<file path="src/rtl/lrl_pkg.sv">
// Shared constants, codes, handshake structs and a helper for the LRU recency list.
`default_nettype none

package lrl_pkg;

    localparam int CAPACITY = 64;
    localparam int KEY_BITS = 32;
    localparam int SLOT_W   = $clog2(CAPACITY);
    localparam int CNT_W    = $clog2(CAPACITY + 1);
    localparam int CMD_W    = 3;
    localparam int STAT_W   = 3;

    typedef enum logic [CMD_W-1:0] {
        CMD_INSERT = 3'd0,
        CMD_TOUCH  = 3'd1,
        CMD_QUERY  = 3'd2,
        CMD_REMOVE = 3'd3,
        CMD_POP    = 3'd4
    } t_cmd_code;

    typedef enum logic [STAT_W-1:0] {
        ST_OK          = 3'd0,
        ST_NOT_PRESENT = 3'd1,
        ST_PRESENT     = 3'd2,
        ST_FULL        = 3'd3,
        ST_EMPTY       = 3'd4
    } t_status;

    typedef enum logic [1:0] {
        SEL_HIT    = 2'd0,
        SEL_FREE   = 2'd1,
        SEL_OLDEST = 2'd2
    } t_slot_sel;

    // controller -> datapath
    typedef struct packed {
        logic      capture;
        t_slot_sel slot_sel;
        logic      look;
        logic      unlink;
        logic      drop;
        logic      link_move;
        logic      link_ins;
        logic      read_old;
        logic      finish;
        t_status   status;
    } t_dp_cmd;

    // datapath -> controller
    typedef struct packed {
        logic hit;
        logic empty;
        logic full;
        logic at_newest;
        logic out_free;
    } t_dp_stat;

    // one-hot (or all-zero) vector to slot index
    function automatic logic [SLOT_W-1:0] onehot_to_idx(input logic [CAPACITY-1:0] v);
        logic [SLOT_W-1:0] idx;
        idx = '0;
        for (int i = 0; i < CAPACITY; i++) begin
            idx = idx | (v[i] ? SLOT_W'(i) : '0);
        end
        return idx;
    endfunction

endpackage

`default_nettype wire

</file>
<file path="src/rtl/lrl_ctrl.sv">
// Command sequencer for the LRU recency list.
`default_nettype none

module lrl_ctrl import lrl_pkg::*; (
    input  wire logic             i_clk,
    input  wire logic             i_rst_n,
    input  wire logic             i_in_valid,
    output logic                  o_in_ready,
    input  wire logic [CMD_W-1:0] i_command,
    input  wire t_dp_stat         i_stat,
    output t_dp_cmd               o_cmd
);

    typedef enum logic [5:0] {
        S_IDLE   = 6'b000001,
        S_LOOK   = 6'b000010,
        S_UNLINK = 6'b000100,
        S_LINK   = 6'b001000,
        S_OLD    = 6'b010000,
        S_DONE   = 6'b100000
    } t_state;

    t_state           r_state, n_state;
    logic [CMD_W-1:0] r_cmd, n_cmd;
    t_status          r_status, n_status;
    t_slot_sel        sel;

    always_comb begin
        case (r_cmd)
            CMD_INSERT: sel = SEL_FREE;
            CMD_POP:    sel = SEL_OLDEST;
            default:    sel = SEL_HIT;
        endcase
    end

    assign o_in_ready = (r_state == S_IDLE);

    always_comb begin
        n_state  = r_state;
        n_cmd    = r_cmd;
        n_status = r_status;
        o_cmd          = '0;
        o_cmd.slot_sel = sel;
        o_cmd.status   = r_status;
        case (r_state)
            S_IDLE: begin
                if (i_in_valid) begin
                    o_cmd.capture = 1'b1;
                    n_cmd         = i_command;
                    n_state       = S_LOOK;
                end
            end
            S_LOOK: begin
                o_cmd.look = 1'b1;
                n_status   = ST_OK;
                n_state    = S_OLD;
                case (r_cmd)
                    CMD_INSERT: begin
                        if (i_stat.hit) begin
                            n_status = ST_PRESENT;
                        end else if (i_stat.full) begin
                            n_status = ST_FULL;
                        end else begin
                            n_state = S_LINK;
                        end
                    end
                    CMD_TOUCH: begin
                        if (!i_stat.hit) begin
                            n_status = ST_NOT_PRESENT;
                        end else if (!i_stat.at_newest) begin
                            n_state = S_UNLINK;
                        end
                    end
                    CMD_QUERY: begin
                        n_status = i_stat.hit ? ST_OK : ST_NOT_PRESENT;
                    end
                    CMD_REMOVE: begin
                        if (!i_stat.hit) begin
                            n_status = ST_NOT_PRESENT;
                        end else begin
                            n_state = S_UNLINK;
                        end
                    end
                    CMD_POP: begin
                        if (i_stat.empty) begin
                            n_status = ST_EMPTY;
                        end else begin
                            n_state = S_UNLINK;
                        end
                    end
                    default: begin
                        n_status = ST_OK;
                    end
                endcase
            end
            S_UNLINK: begin
                o_cmd.unlink = 1'b1;
                if (r_cmd == CMD_TOUCH) begin
                    n_state = S_LINK;
                end else begin
                    o_cmd.drop = 1'b1;
                    n_state    = S_OLD;
                end
            end
            S_LINK: begin
                o_cmd.link_ins  = (r_cmd == CMD_INSERT);
                o_cmd.link_move = (r_cmd != CMD_INSERT);
                n_state         = S_OLD;
            end
            S_OLD: begin
                o_cmd.read_old = 1'b1;
                n_state        = S_DONE;
            end
            S_DONE: begin
                // keep the key RAM on the oldest slot while the result waits
                o_cmd.read_old = 1'b1;
                if (i_stat.out_free) begin
                    o_cmd.finish = 1'b1;
                    n_state      = S_IDLE;
                end
            end
            default: begin
                n_state = S_IDLE;
            end
        endcase
    end

    always_ff @(posedge i_clk) begin
        if (!i_rst_n) begin
            r_state  <= S_IDLE;
            r_cmd    <= '0;
            r_status <= ST_OK;
        end else begin
            r_state  <= n_state;
            r_cmd    <= n_cmd;
            r_status <= n_status;
        end
    end

endmodule

`default_nettype wire

</file>
<file path="config.mk">
export PLATFORM = sky130hd
export DESIGN_NAME = lrl_ctrl
export DESIGN_NICKNAME = d
export VERILOG_FILES = /design/src/rtl/lrl_pkg.sv /design/src/rtl/lrl_ctrl.sv
export SDC_FILE = /design/constraint.sdc
export NUM_CORES = 1
export LEC_CHECK = 0
export ABC_AREA = 0
export ABC_CLOCK_PERIOD_IN_PS = 1700
export BUFFER_PORTS_ARGS = -buffer_cell sky130_fd_sc_hd__buf_4
export CAP_MARGIN = 20
export CORE_MARGIN = 2
export CORE_UTILIZATION = 40
export CTS_CLUSTER_DIAMETER = 150
export CTS_CLUSTER_SIZE = 28
export DETAILED_ROUTE_END_ITERATION = 7
export PLACE_DENSITY = 0.67
export REMOVE_ABC_BUFFERS = 1
export SLEW_MARGIN = 5
export SYNTH_ARGS = -nofsm -noshare
export SYNTH_HDL_FRONTEND = slang
export SYNTH_SLANG_ARGS = --single-unit
</file>
<file path="constraint.sdc">
create_clock -name i_clk -period 1.7 [get_ports i_clk]
set_input_delay 0.34 -clock i_clk [delete_from_list [all_inputs] [get_ports i_clk]]
set_output_delay 0.34 -clock i_clk [all_outputs]
set_load 0.01 [all_outputs]
</file>
==> results of run 1 <==
[cell usage in the layout (no fill, tap or decap), types with 4 or more instances in the layout]
cell type                  count
sky130_fd_sc_hd__a21oi_1       6
sky130_fd_sc_hd__dfxtp_1       7
sky130_fd_sc_hd__dfxtp_2       5
sky130_fd_sc_hd__inv_1         4
sky130_fd_sc_hd__nand3_1       5
sky130_fd_sc_hd__nand2_1       7
sky130_fd_sc_hd__nor2b_2       4
sky130_fd_sc_hd__buf_4        25
sky130_fd_sc_hd__nand2b_1      4
sky130_fd_sc_hd__nor2_1        9
[cell usage after synthesis (2+ instances only)]
cell type,number,area (um^2)
sky130_fd_sc_hd__o21ai_0,3,15.01
sky130_fd_sc_hd__nand2b_1,4,25.02
sky130_fd_sc_hd__and2_1,2,12.51
sky130_fd_sc_hd__nor2_4,2,22.52
sky130_fd_sc_hd__inv_1,4,15.01
sky130_fd_sc_hd__nor2_1,10,37.54
sky130_fd_sc_hd__nand2_1,7,26.28
sky130_fd_sc_hd__a21oi_1,6,30.03
sky130_fd_sc_hd__nor2b_1,6,37.54
sky130_fd_sc_hd__dfxtp_1,12,240.2
sky130_fd_sc_hd__nor3_1,5,25.02
sky130_fd_sc_hd__and3_1,2,12.51
sky130_fd_sc_hd__o21ai_1,3,15.01
sky130_fd_sc_hd__nand3_1,6,30.03
[routing by layer]
metal	routed length [um]	track usage (%)	vias to the layer above
met2	837	30.86	14
met3	66	2.400	2
met1	796	24.26	309
li1	-	-	364
met4	10	7.059	0
met5	0	0	-
[final cells by class]
| type | count | area [um^2] |
|---|---|---|
| Clock buffer | 4 | 36.28 |
| Tap cell | 16 | 20.02 |
| Timing Repair Buffer | 25 | 187.7 |
| Multi-Input combinational cell | 70 | 462.9 |
| Sequential cell | 12 | 246.5 |
| Fill cell | 143 | 569.3 |
| Inverter | 5 | 18.77 |
[metrics by stage]
stage,utilization [%],setup WS (ns)
2_1_floorplan,-,0.3178
3_3_place_gp,56.74,0.2701
3_5_place_dp,56.74,0.2043
4_1_cts,59.90,-0.004502
5_1_grt,63.07,-0.008656
6_report,63.07,0.04046
[worst max-delay path by stage]
stage,startpoint,to,depth (start not counted)
floorplan,r_state[3],o_cmd[5],3
global placement,r_state[1],o_cmd[5],4
detailed placement,r_state[3],o_cmd[5],4
CTS,r_state[3],o_cmd[5],4
global route,r_state[3],o_cmd[5],4
finish,r_cmd[0],o_cmd[7],4
[power by group through the flow]
stage	sequential, uW	clock (uW)	combinational (uW)
3_3_place_gp	321	0	148
5_1_grt	325	247	177
6_report	323	240	159
2_1_floorplan	317	0	87.6
3_5_place_dp	321	0	147
4_1_cts	316	241	149
[sequential cells by signal, summed over array words and instances (netlist names)]
register / cells
r_status: 3
r_cmd: 3
r_state: 6
[worst max-delay path, stage by stage, from the launching register on]
cell and delay, ns:
sky130_fd_sc_hd__dfxtp_2 0.43, sky130_fd_sc_hd__nor2b_2 0.20, sky130_fd_sc_hd__nor2b_2 0.22, sky130_fd_sc_hd__nor2_1 0.06
sky130_fd_sc_hd__buf_4 0.14
[repair_timing]
item / CTS / global route
pin swaps: 2 / 2
buffers inserted: 0 / 1
hold buffers: 0 / 0
endpoints found under the setup margin: 2 / 7
gates resized for setup: 4 / 12
[cells by family after synthesis]
group | after synthesis | share of synthesized area, %
compound gates | 17 | 14.47
xor+xnor | 1 | 1.299
flops | 12 | 35.62
mux | 1 | 1.484
buf+inv | 5 | 2.782
simple gates | 51 | 44.34
==> parameters.txt, run 1 <==
Parameter                              Value

Synthesis
  Register area share after synthesis ... 35.62%
  Post-Syn Instances ... 87
  Post-synthesis cell area ... 674.4 um^2
  Number of enable flip-flop cells after synthesis ... 0
  Syn Area/Cell ... 7.752 um^2
  Number of distinct standard cells referenced by the synthesized netlist ... 29
  Ys flop type ... sky130_fd_sc_hd__dfxtp_1
  Share of flip-flops with an asynchronous set or reset after synthesis ... 0%
  Synth warnings ... 0
  Synthesized flop and latch total ... 12

Detailed routing
  Detailed Route Iter0 Violations ... 12
  Per-cell routed wire length ... 12.96 um
  Total routed wirelength ... 1711 um
  Antenna violation net count after detailed routing ... 0
  Drt first pass iters ... 4
  Remaining DRCs ... 0
  Mean number of vias per cell ... 5.220
  DR vias ... 689

Job
  Reported max-cap violation count ... 0

Floorplan
  Number of core rows ... 14
  Die Wd ... 45.06 um
  Total die area ... 0.002030 mm^2
  Effective utilization at floorplan ... 43.75%
  Die height ... 45.06 um
  Area of the core ... 0.001541 mm^2
  Io pins ... 25

Timing
  Max-slew violation count ... 0
  Minimum clock period after layout ... 1.660 ns
  Final-layout worst hold slack ... 0.2855 ns
  Final hold viol count ... 0
  Slew @ Worst Pin ... 0.3470 ns
  Share of the clock period used by the worst path ... 97.62%
  Number of endpoints failing setup at the final stage ... 0
  Max transition margin ... 76.83%
  Maximum clock frequency ... 602.6 MHz
  Fin Clk Skew ... 0.003641 ns
  RSZ-0062 raised after global routing ... true
  Setup TNS Final ... 0 ns

GRT
  Global-route wire length before repair ... 2801 um
  Via count of the first global-routing pass ... 659
  All-Layer GR Usage ... 18.53%
  Number of antenna violations at the first check in global routing ... 0
  Pin count of the biggest net entering global routing ... 9
  Final global-route overflow total ... 0

Setup path
  Launching element type of the critical path ... flip-flop
  Crit path DAT ... 1.32 ns
  Startpoint of the lowest-slack register-to-register path ... r_state[4]
  Reg2Reg Depth ... 4
  Required time at the endpoint of the critical path ... 1.36 ns
  Type of element capturing the critical path ... primary output
  Startpoint-to-endpoint class of the critical path ... flip-flop to primary output
  Reg-to-reg setup timing slack ... 0.24 ns
  Peak fanout along the critical path ... 7
  Reg-to-reg critical path endpoint ... r_status[0]

Power
  Part of the power in combinational logic ... 22.1%
  Static Leakage ... 0.0004249 uW
  Switching power share of the total ... 29.31%
  Internal Dissipation ... 510.6 uW
  VDD IR max ... 0.0004290 V
  Total net switching power ... 211.7 uW
  PwrDens ... 743.0 mW/mm^2
  Clock Power Share ... 33.2%
  Sequential group share of total power ... 44.7%
  Total power consumption of the routed design ... 722.3 uW

Hold path
  Worst hold path cell count ... 2
  Worst Hold Endpoint ... r_state[0]
  Class of the worst hold path ... input port to flip-flop
  Worst Hold Launch ... i_rst_n

Status
  Status ... finished clean

Clock tree
  Clock sinks ... 12
  CTS tree ... yes
  Number of H-tree branching levels ... 1
  Maximum root-to-sink buffer count ... 2
  Clock transition time at the flip-flop clock pins of the worst setup and hold paths ... 0.09 ns
  Number of CTS-inserted buffers ... 3
  Worst-skew pair later-pin latency ... 0.27 ns
  Root Buffer Master ... sky130_fd_sc_hd__clkbuf_4

Final layout
  Post-layout net count ... 128
  Ratio of cells with drive above 1 in the final layout ... 41.38%
  Non-filler instance count after layout ... 132
  Area Growth Syn to Fin ... 44.16%
  Non-Filler Cell Area, Final ... 972.2 um^2
  Antenna fix cells ... 0

Placement
  HPWL Detailed ... 1305 um
  Final weighted congestion of routability-driven global placement ... 0.7504
  Placed cell areas ... 874.6 um^2
  IO buf count ... 24
  Placed insts ... 127
(Power assumes the default switching activity.)
==> run 2: changes to the inputs <==
- ABC_CLOCK_PERIOD_IN_PS: 1700 -> 1900
- clock period: 1.7 -> 1.9 ns (I/O delays scaled with it)
==> run 2 against run 1 <==
  * Worst hold slack better by 0.047 ns
  * Sequential power down 13%
  * Clock skew down 0.0012 ns
  * Via count down 1.3%
  * Highest routed layer unchanged
  * Final cell count down 0.76%
  * Combinational power down 15%
==> parameters.txt, run 2 (synthesized netlist as in run 1, its figures left out) <==
Parameter                              Value

Clock tree
  Clock transition time at the flip-flop clock pins of the worst setup and hold paths ... 0.07 ns
  Worst-skew pair later-pin latency ... 0.27 ns
  Clock sinks ... 12
  Number of H-tree branching levels ... 1
  Number of CTS-inserted buffers ... 3
  CTS tree ... yes
  Maximum root-to-sink buffer count ... 2
  Root Buffer Master ... sky130_fd_sc_hd__clkbuf_4
  # Post-CTS Setup Buffers ... 0
  Number of gates resized after CTS ... 0
  Post-cts hold buffer count ... 0

Placement
  HPWL Detailed ... 1236 um
  IO buf count ... 24
  Final weighted congestion of routability-driven global placement ... 0.7403
  Setup slack after placement ... 0.3994 ns

Timing
  RSZ-0062 raised after global routing ... false
  Max transition margin ... 73.44%
  Max-slew violation count ... 0
  Final hold viol count ... 0
  Slew @ Worst Pin ... 0.3954 ns
  Final-layout worst hold slack ... 0.3327 ns
  Setup TNS Final ... 0 ns
  Fin Clk Skew ... 0.002434 ns
  Share of the clock period used by the worst path ... 94.23%
  Maximum clock frequency ... 558.6 MHz
  Number of endpoints failing setup at the final stage ... 0
  PnR worst setup slack ... 0.1097 ns
  Minimum clock period after layout ... 1.790 ns

Final layout
  Antenna fix cells ... 0
  Flip-flop count of the largest register after layout ... 6
  Area Growth Syn to Fin ... 35.62%
  Most frequent standard cell in the layout excluding fill and tap cells ... sky130_fd_sc_hd__buf_4
  Number of fillers in the final layout ... 151
  Largest reg by FF count ... r_state
  Commonest cells after routing, fill and taps aside ... 24 x sky130_fd_sc_hd__buf_4, 11 x sky130_fd_sc_hd__dfxtp_1, 10 x sky130_fd_sc_hd__nor2_1
  Largest regs ... r_state (6), r_cmd (3), r_status (3)
  Ratio of cells with drive above 1 in the final layout ... 29.57%
  Post-layout net count ... 127

Power
  Static Leakage ... 0.0004135 uW
  VDD IR max ... 0.0005505 V
  PwrDens ... 676.2 mW/mm^2

Job
  Reported max-cap violation count ... 0

GRT
  Final global-route overflow total ... 0
  Via count of the first global-routing pass ... 635
  Pin count of the biggest net entering global routing ... 9
  Global-route wire length before repair ... 2691 um
  Number of antenna violations at the first check in global routing ... 0
  All-Layer GR Usage ... 18.69%

Detailed routing
  Per-cell routed wire length ... 12.05 um
  Drt first pass iters ... 4
  Mean number of vias per cell ... 5.191
  Remaining DRCs ... 0
  DR vias ... 680
  Total routed wirelength ... 1579 um
  Detailed Route Iter0 Violations ... 11
  Antenna violation net count after detailed routing ... 0

Floorplan
  Total die area ... 0.002030 mm^2
  Effective utilization at floorplan ... 43.75%
  Die Wd ... 45.06 um
  Number of core rows ... 14
  Area of the core ... 0.001541 mm^2
  Io pins ... 25
  Die height ... 45.06 um

Setup path
  Launching element type of the critical path ... flip-flop
  Peak fanout along the critical path ... 6
  Reg-to-reg critical path endpoint ... r_status[0]
  Type of element capturing the critical path ... primary output
  CP startpoint ... r_state[1]
  Reg2Reg Depth ... 4
  Required time at the endpoint of the critical path ... 1.52 ns
  Startpoint of the lowest-slack register-to-register path ... r_state[2]
  Worst setup path end ... o_cmd[5]
  Reg-to-reg setup timing slack ... 0.43 ns
  Startpoint-to-endpoint class of the critical path ... flip-flop to primary output
  Crit path DAT ... 1.41 ns

Hold path
  Class of the worst hold path ... input port to flip-flop

Status
  Status ... finished clean
run 2: cell count changes in the layout (fill, tap and decap cells not counted), moves of 3 or more:
cell                      change
sky130_fd_sc_hd__dfxtp_1      +4
sky130_fd_sc_hd__nor2b_2      -3
sky130_fd_sc_hd__dfxtp_2      -4
sky130_fd_sc_hd__nor3_2       -3
sky130_fd_sc_hd__nor2b_1      +3
sky130_fd_sc_hd__nor3_1       +3
run 2: layout make-up:
class | instances | area [um^2] | share of cell area [%]
Multi-Input combinational cell | 70 | 417.9 | 45.69
Sequential cell | 12 | 241.5 | 26.40
Timing Repair Buffer | 24 | 180.2 | 19.70
Clock buffer | 4 | 36.28 | 3.967
Tap cell | 16 | 20.02 | 2.189
Inverter | 5 | 18.77 | 2.052
run 2: routing by layer:
metal | global-route usage [%] | wire length [um] | share of wire (%)
met1 | 24.26 | 764 | 48
met2 | 28.00 | 705 | 45
met3 | 6.000 | 83 | 5.3
met4 | 8.824 | 26 | 1.6
met5 | 0 | 0 | 0
run 2: how the worst min path moves through the flow:
stage                     cells past startpoint         from  slack [ns]     endpoint
after floorplan                               1      i_rst_n        0.46   r_state[0]
after global placement                        2  r_status[2]        0.44  r_status[2]
after detailed placement                      2  r_status[2]        0.45  r_status[2]
after CTS                                     2      i_rst_n        0.32   r_state[0]
after global routing                          2      i_rst_n        0.33   r_state[0]
final                                         2      i_rst_n        0.33   r_state[0]
run 2: worst max-delay path, cell delays in order, from the launching register on:
cell,delay (ns)
sky130_fd_sc_hd__dfxtp_1,0.38
sky130_fd_sc_hd__nor2_1,0.20
sky130_fd_sc_hd__nand3_1,0.17
sky130_fd_sc_hd__nor4_1,0.21
sky130_fd_sc_hd__buf_4,0.17
run 2: through the flow:
stage / power, uW / instances / area (um^2) / utilization [%]
global placement: 419.4 / 127 / 874.6 / 56.74
floorplan: 361.8 / 87 / 674.4 / -
CTS: 624.5 / 131 / 910.9 / 59.09
global route: 659.0 / 131 / 914.6 / 59.33
detailed placement: 419.6 / 127 / 874.6 / 56.74
finish: 618.5 / 131 / 914.6 / 59.33
run 2: power breakdown:
group | total [uW] | switching (uW) | internal [uW]
Clock | 203 | 86.4 | 117
Sequential | 281 | 17.7 | 263
Combinational | 135 | 66.7 | 68.0
==> run 3: changes to the inputs <==
--- a/config.mk
+++ b/config.mk
@@ -7,3 +7,3 @@
 export LEC_CHECK = 0
-export ABC_AREA = 0
+export ABC_AREA = 1
 export ABC_CLOCK_PERIOD_IN_PS = 1900
--- a/constraint.sdc
+++ b/constraint.sdc
@@ -3,2 +3,2 @@
 set_output_delay 0.38 -clock i_clk [all_outputs]
-set_load 0.01 [all_outputs]
+set_load 0.05 [all_outputs]
==> run 3 against run 2 <==
  * Core utilization down 0.97 points
  * Global-route usage down 1.4 points
  * Synthesized area up 0.37%
  * Critical path depth up 1
  * Register-to-register slack better by 0.31 ns
  * Critical endpoint is now o_cmd[7]
  * Largest power group unchanged
==> parameters.txt, run 3 <==
Parameter                              Value

Timing
  Minimum clock period after layout ... 1.740 ns
  RSZ-0062 raised after global routing ... false
  Slew @ Worst Pin ... 0.2864 ns
  Share of the clock period used by the worst path ... 91.60%
  Setup TNS Final ... 0 ns
  Number of endpoints failing setup at the final stage ... 0
  Max-slew violation count ... 0
  Maximum clock frequency ... 574.6 MHz
  Max transition margin ... 80.84%
  Fin Clk Skew ... 0.003478 ns
  Final hold viol count ... 0
  Final-layout worst hold slack ... 0.3335 ns

GRT
  Number of antenna violations at the first check in global routing ... 0
  Final global-route overflow total ... 0
  Global-route wire length before repair ... 2587 um
  Via count of the first global-routing pass ... 643
  All-Layer GR Usage ... 17.31%
  Pin count of the biggest net entering global routing ... 10

Clock tree
  # Post-CTS Setup Buffers ... 0
  Root Buffer Master ... sky130_fd_sc_hd__clkbuf_4
  Post-cts hold buffer count ... 0
  Maximum root-to-sink buffer count ... 2
  Number of CTS-inserted buffers ... 3
  Number of H-tree branching levels ... 1
  Number of gates resized after CTS ... 0
  Worst-skew pair later-pin latency ... 0.26 ns
  Clock sinks ... 12
  Clock transition time at the flip-flop clock pins of the worst setup and hold paths ... 0.07 ns
  CTS tree ... yes

Synthesis
  Most frequent cell after synthesis ... sky130_fd_sc_hd__nor2_1
  Synth area leader ... sky130_fd_sc_hd__dfxtp_1
  Post-Syn Instances ... 109
  Area share of the leading cell type in the synthesized netlist ... 35.49%
  Register area share after synthesis ... 35.49%
  Number of distinct standard cells referenced by the synthesized netlist ... 17
  Ys flop type ... sky130_fd_sc_hd__dfxtp_1
  Share of flip-flops with an asynchronous set or reset after synthesis ... 0%
  Synth warnings ... 0
  Number of enable flip-flop cells after synthesis ... 0
  Commonest cells post-synth ... 27 x sky130_fd_sc_hd__nor2_1, 20 x sky130_fd_sc_hd__nand2_1, 16 x sky130_fd_sc_hd__inv_1
  Synthesized flop and latch total ... 12
  Syn Area/Cell ... 6.210 um^2
  Most area-consuming cells after synthesis ... sky130_fd_sc_hd__dfxtp_1 35%, sky130_fd_sc_hd__nor2_1 15%, sky130_fd_sc_hd__nand2_1 11%, sky130_fd_sc_hd__inv_1 8.9%, sky130_fd_sc_hd__a21oi_1 5.2%
  Post-synthesis cell area ... 676.9 um^2

Placement
  Final weighted congestion of routability-driven global placement ... 0.8065
  IO buf count ... 24
  HPWL Detailed ... 1213 um

Setup path
  Maximum single-stage delay on the critical path ... 0.33 ns
  Reg2Reg Depth ... 5
  Startpoint of the lowest-slack register-to-register path ... r_state[3]
  Crit path DAT ... 1.36 ns
  Peak fanout along the critical path ... 6
  Worst-path cell with the longest stage delay ... sky130_fd_sc_hd__dfxtp_1
  Required time at the endpoint of the critical path ... 1.52 ns
  Reg-to-reg setup timing slack ... 0.74 ns
  CP startpoint ... r_cmd[2]
  Type of element capturing the critical path ... primary output
  Series of cell instances along the critical path ... inv_1 -> nand2_1 -> nor2_1 -> nor2_1 -> buf_4
  Launching element type of the critical path ... flip-flop
  Cell with the most instances on the worst path ... sky130_fd_sc_hd__nor2_1
  Reg-to-reg critical path endpoint ... r_state[3]
  Startpoint-to-endpoint class of the critical path ... flip-flop to primary output

Detailed routing
  Total routed wirelength ... 1485 um
  Remaining DRCs ... 0
  Per-cell routed wire length ... 9.770 um
  Detailed Route Iter0 Violations ... 12
  Drt first pass iters ... 4
  Antenna violation net count after detailed routing ... 0
  Mean number of vias per cell ... 4.724
  DR vias ... 718

Floorplan
  Die height ... 45.14 um
  Area of the core ... 0.001541 mm^2
  Total die area ... 0.002037 mm^2
  Effective utilization at floorplan ... 43.91%
  Number of core rows ... 14
  Io pins ... 25
  Die Wd ... 45.14 um

Hold path
  Worst hold path cell count ... 3
  Worst Hold Launch ... i_command[1]
  Worst Hold Endpoint ... r_cmd[1]
  Class of the worst hold path ... input port to flip-flop

Final layout
  Flip-flop count of the largest register after layout ... 6
  Largest regs ... r_state (6), r_cmd (3), r_status (3)
  Largest reg by FF count ... r_state
  Antenna fix cells ... 0
  Final core area utilization ... 58.36%
  Ratio of cells with drive above 1 in the final layout ... 25.74%
  Most frequent standard cell in the layout excluding fill and tap cells ... sky130_fd_sc_hd__nor2_1
  Commonest cells after routing, fill and taps aside ... 27 x sky130_fd_sc_hd__nor2_1, 24 x sky130_fd_sc_hd__buf_4, 20 x sky130_fd_sc_hd__nand2_1
  Post-layout net count ... 149
  Area Growth Syn to Fin ... 32.90%

Power
  Static Leakage ... 0.0004999 uW
  VDD IR max ... 0.0004195 V
  PwrDens ... 715.4 mW/mm^2

Status
  Status ... finished clean

Job
  Reported max-cap violation count ... 0
## run 3: worst max-delay path by stage
stage,end,slack [ns]
after floorplan,o_cmd[6],0.08
after global placement,o_cmd[7],0.43
after detailed placement,o_cmd[7],0.45
after CTS,o_cmd[7],0.15
after global routing,o_cmd[7],0.02
final,o_cmd[7],0.16
## run 3: critical path, delay by kind of cell (launching register included)
kind,cells,cell delay [ns]
buffers and inverters,2,0.34
AND/OR/NAND/NOR,3,0.44
flip-flops,1,0.33
## run 3: per-stage QoR
stage	instances	cell area, um^2	power, uW	worst slack, ns
3_5_place_dp	149	877.1	497.2	0.4537
6_report	152	899.6	643.6	0.1595
4_1_cts	152	899.6	651.9	0.1517
5_1_grt	152	899.6	689.4	0.02494
3_3_place_gp	149	877.1	497.0	0.4333
2_1_floorplan	109	676.9	435.4	0.07778
## run 3: routing by layer
layer,vias up,global-route usage [%],part of all wire (%),routed length (um)
met2,25,27.14,43,640
met3,2,3.600,7.7,114
met4,0,7.059,0.88,13
met5,-,0,0,0
met1,295,23.04,48,715
li1,396,-,-,-
## run 3: final cells by class
| type | instances | area [um^2] |
|---|---|---|
| fill | 156 | 641.9 |
| timing repair buffer | 24 | 180.2 |
| clock buffer | 3 | 22.52 |
| multi-input combinational | 77 | 361.6 |
| inverter | 20 | 75.07 |
| tap | 16 | 20.02 |
| sequential | 12 | 240.2 |
## run 3: cell families (layout without fill, tap and decap cells)
kind of cell           after synthesis  after routing  share of synthesized area (%)
AO/OA/AOI/OAI                       14             14                          11.46
buffers and inverters               20             47                          11.09
flip-flops                          12             12                          35.49
AND/OR/NAND/NOR                     63             63                          41.96
## run 3: power breakdown
part,switching [uW],internal [uW],leakage (uW)
Clock,78.6,73.2,0.0000138
Sequential,10.6,266,0.0000979
Combinational,148,67.6,0.000388
Total,237,406,0.000500
